File: config.mk
export PLATFORM = sky130hd
export DESIGN_NAME = captbl_ctrl
export DESIGN_NICKNAME = d
export VERILOG_FILES = /design/src/sv/captbl_pkg.sv /design/src/sv/captbl_ctrl.sv
export SDC_FILE = /design/constraint.sdc
export NUM_CORES = 1
export LEC_CHECK = 0
export BUFFER_PORTS_ARGS = -buffer_cell sky130_fd_sc_hd__buf_2
export CORE_AREA = 10 10 47 49
export DETAILED_ROUTE_END_ITERATION = 10
export DIE_AREA = 0 0 57 59
export GPL_TIMING_DRIVEN = 0
export PLACE_DENSITY = 0.49
export SYNTH_ARGS = -nofsm -noshare
export SYNTH_HDL_FRONTEND = slang
export SYNTH_SLANG_ARGS = --single-unit
export TNS_END_PERCENT = 50
File: constraint.sdc
create_clock -name clock -period 1.8 [get_ports clock]
set_input_delay 0.27 -clock clock [delete_from_list [all_inputs] [get_ports clock]]
set_output_delay 0.27 -clock clock [all_outputs]
set_load 0.01 [all_outputs]
File: src/sv/captbl_pkg.sv
// Shared types and constants of the capability table.
`default_nettype none

package captbl_pkg;

   localparam int BADGE_W = 32;
   localparam int KCAP_W  = 32;
   localparam int STAGE_W = 16;
   localparam int LIVE_W  = 7;
   localparam int OP_W    = 2;

   localparam logic [OP_W-1:0] OP_ADD        = 2'd0;
   localparam logic [OP_W-1:0] OP_REMOVE     = 2'd1;
   localparam logic [OP_W-1:0] OP_FIND_BADGE = 2'd2;
   localparam logic [OP_W-1:0] OP_FIND_KCAP  = 2'd3;

   localparam logic [LIVE_W-1:0] LIVE_MAX = 7'd127;

   typedef struct packed {
      logic [BADGE_W-1:0] badge;
      logic [KCAP_W-1:0]  kcap;
      logic [STAGE_W-1:0] stage;
   } entry_type;

   typedef struct packed {
      logic start;
      logic step;
      logic add;
      logic load_out;
   } cmd_type;

   typedef struct packed {
      logic hit;
      logic scan_end;
      logic out_free;
   } sts_type;

endpackage

`default_nettype wire

File: src/sv/captbl_ctrl.sv
// Controller state machine of the capability table.
`default_nettype none

module captbl_ctrl (
   input  wire logic                        clock,
   input  wire logic                        reset,
   input  wire logic                        req_valid,
   input  wire logic [captbl_pkg::OP_W-1:0] req_operation,
   output logic                             req_stall,
   input  captbl_pkg::sts_type              sts,
   output captbl_pkg::cmd_type              cmd
);

   localparam logic [1:0] ST_IDLE   = 2'd0;
   localparam logic [1:0] ST_ADD    = 2'd1;
   localparam logic [1:0] ST_SCAN   = 2'd2;
   localparam logic [1:0] ST_RESULT = 2'd3;

   logic [1:0] state_ff;
   logic [1:0] state_in;
   logic       accept;

   assign req_stall = (state_ff != ST_IDLE);
   assign accept    = req_valid && (state_ff == ST_IDLE);

   always_comb begin
      state_in     = state_ff;
      cmd          = '0;
      cmd.start    = accept;
      unique case (state_ff)
         ST_IDLE: begin
            if (accept) begin
               state_in = (req_operation == captbl_pkg::OP_ADD) ? ST_ADD : ST_SCAN;
            end
         end
         ST_ADD: begin
            cmd.add  = 1'b1;
            state_in = ST_RESULT;
         end
         ST_SCAN: begin
            cmd.step = 1'b1;
            if (sts.hit || sts.scan_end) begin
               state_in = ST_RESULT;
            end
         end
         ST_RESULT: begin
            if (sts.out_free) begin
               cmd.load_out = 1'b1;
               state_in     = ST_IDLE;
            end
         end
         default: state_in = ST_IDLE;
      endcase
   end

   always_ff @(posedge clock) begin
      if (reset) begin
         state_ff <= ST_IDLE;
      end else begin
         state_ff <= state_in;
      end
   end

endmodule

`default_nettype wire

==> flow_summary.ini <==
[global_routing]
antenna_found_initial = 0
grt_pass1_wl_um = 745
grt_max_degree = 5
gr-total-overflow = 0
grt_pass1_vias = 192
grt_usage_pct = 3.15

[cts]
ctsResizeCount = 0
cts.path.max_buffers = 2
cts.clk_slew.worst_paths_ps = 30
clk_latency_ps = 220
hold_buffers = 0
clkSinkCount = 2
cts_root_buffer = clkbuf_4
cts_tree = done
htreeDepth = 1
cts_setup_buffers = 0
cts_buffers = 3

[setup_path]
cp.arrival_ps = 1300
crit_start = state_ff[0]
cp_max_fo = 4
r2r_slack_ps = 300
cp-endpoint = cmd[3]
rr_endpoint = state_ff[1]
criticalPathCategory = reg -> out
r2r-start = state_ff[0]
cp-end-kind = primary output
reg2reg_depth = 6
start_kind = register
required_ps = 1530

[synthesis]
yosysUniqueCellTypes = 13
netlist_area_sq_um = 228
synth.yosys.seq_area_share_pct = 17.6
yosysTopAreaCell = ha_1
synth_compound_area_share_pct = 19.2
synth_nets = 38
synthCells = 25
synth_fa_ha_area_share_pct = 27.5
synth.area.top_cells = ha_1, dfxtp_1, a221oi_4
synthMuxAreaShare_pct = 8.79
avgSynthCellArea_sq_um = 9.11
ys.flop_type = dfxtp_1
synthSimpleGateAreaFrac_pct = 17.0
synth-warning-count = 0
synthXorXnorAreaFrac_pct = 0
synth_edf_count = 0
synth_top_area_share_pct = 27.5
synth_common_cells = ha_1, nor2_1, inv_1
ys_ff_latch = 2
postSynth.asyncResetShare_pct = 0
synth_top_family_by_area = adder cells

[layout]
largest_reg_flops = 2
largest_register = state_ff
area_growth_pct = 45.1
drive_above_1_share_pct = 50.0
final_area_sq_um = 330
fill_cells = 167
layout.nets = 55
largestRegisters = state_ff x2
diodes = 0

[sta]
max-slew-margin-rel_pct = 81.4
timing.fmax_ghz = 0.637
whs_ps = 224
timing.final.crit_share_pct = 87.2
setup_slack_ps = 231
max_slew.worst_pin.slew_ps = 279
post-route-min-period_ps = 1570
hold_violations = 0
setup_viol = 0
clock_skew_ps = 1.70
setup_tns_ps = 0
drv_slew = 0
rsz0062_at_grt = no

[drt]
wl_um = 512
dr.pass1.iters = 2
vias_per_cell = 3.64
drc = 0
final_antenna_net_count = 0
vias = 204
drtIter0Drc = 1
wire_per_inst_um = 9.14

[power_and_ir_drop]
swShare_pct = 41.8
combPwrFrac_pct = 62.7
p_leak_uw = 0.000183
ir_drop_mv = 0.481
power.switching_uw = 209
seqPwrFrac_pct = 17.7
p_clk_share_pct = 19.6
p_int_uw = 291
power_density_nw_per_um2 = 1510

[placed_design]
hpwl_um = 449
place_congestion = 0.613
place_area_sq_um = 308
port_buffers = 12
place_ws_ps = 287

[floorplanning]
die_h_um = 59
die_w_um = 57
ios = 13
dieArea_sq_um = 3360
core_sq_um = 1400
start_util_pct = 16.2
rows = 14

[hold_path]
worstHoldPathType = in -> reg
min_from = reset

[status]
status = finished, final reports clean

[job]
maxCapViolCount = 0
[routing by layer]
layer / global-route usage, % / wire (um) / up-vias
li1: - / - / 109
met1: 2.73 / 198 / 88
met2: 4.03 / 266 / 7
met3: 2.58 / 47 / 0
met4: 4.03 / 0 / 0
met5: 0 / 0 / -
[worst min-delay path by stage]
stage             endpoint  slack (ps)  cells after the start
6_report       state_ff[0]         220                      2
3_3_place_gp   state_ff[0]         450                      2
2_1_floorplan  state_ff[0]         330                      1
4_1_cts        state_ff[0]         210                      2
5_1_grt        state_ff[0]         220                      2
3_5_place_dp   state_ff[0]         460                      2
[layout by cell type (no fill, tap or decap)]
cell	instances
buf_4	1
a221oi_4	1
a21oi_1	1
buf_2	12
inv_2	1
inv_1	3
clkbuf_4	3
a211oi_2	1
dfxtp_1	2
ha_1	5
nor2b_1	1
and2_1	1
mux2i_1	2
and2_2	1
nor2_1	5
[power groups by stage]
stage                     combinational [uW]  sequential, uW  clock (uW)
after floorplan                          246            82.1           0
after global placement                   321            90.2           0
after detailed placement                 323            88.9           0
after CTS                                323            88.2         106
after global routing                     359            90.7         110
final                                    314            88.6        98.0
[critical path, cell delays in order, from the launching register on]
cell and delay (ps):
dfxtp_1 380, inv_1 100, ha_1 220, and2_1 140, buf_4 120, buf_2 130
[final cells by class]
cell class / count / area (sq um) / area share, %
Clock buffer: 3 / 22.5 / 6.82
Buffer: 1 / 7.51 / 2.27
Inverter: 4 / 15.0 / 4.55
Sequential cell: 2 / 40.0 / 12.1
Timing Repair Buffer: 12 / 60.1 / 18.2
Tap cell: 16 / 20.0 / 6.06
Multi-Input combinational cell: 18 / 165 / 50.0
[kinds of logic after synthesis]
kind of cell             Yosys count
flip-flops                         2
buffers and inverters              5
multiplexers                       2
AO/OA/AOI/OAI                      3
adder cells (fa/ha/maj)            5
AND/OR/NAND/NOR                    8
[per-stage QoR]
step / util (%) / total power (uW) / std cells
6_report: 23.6 / 500 / 56
5_1_grt: 23.6 / 559 / 56
4_1_cts: 23.6 / 518 / 56
3_5_place_dp: 22.0 / 412 / 53
3_3_place_gp: 22.0 / 412 / 53
2_1_floorplan: - / 328 / 25
No activity file was read; power rests on OpenSTA's default activity.
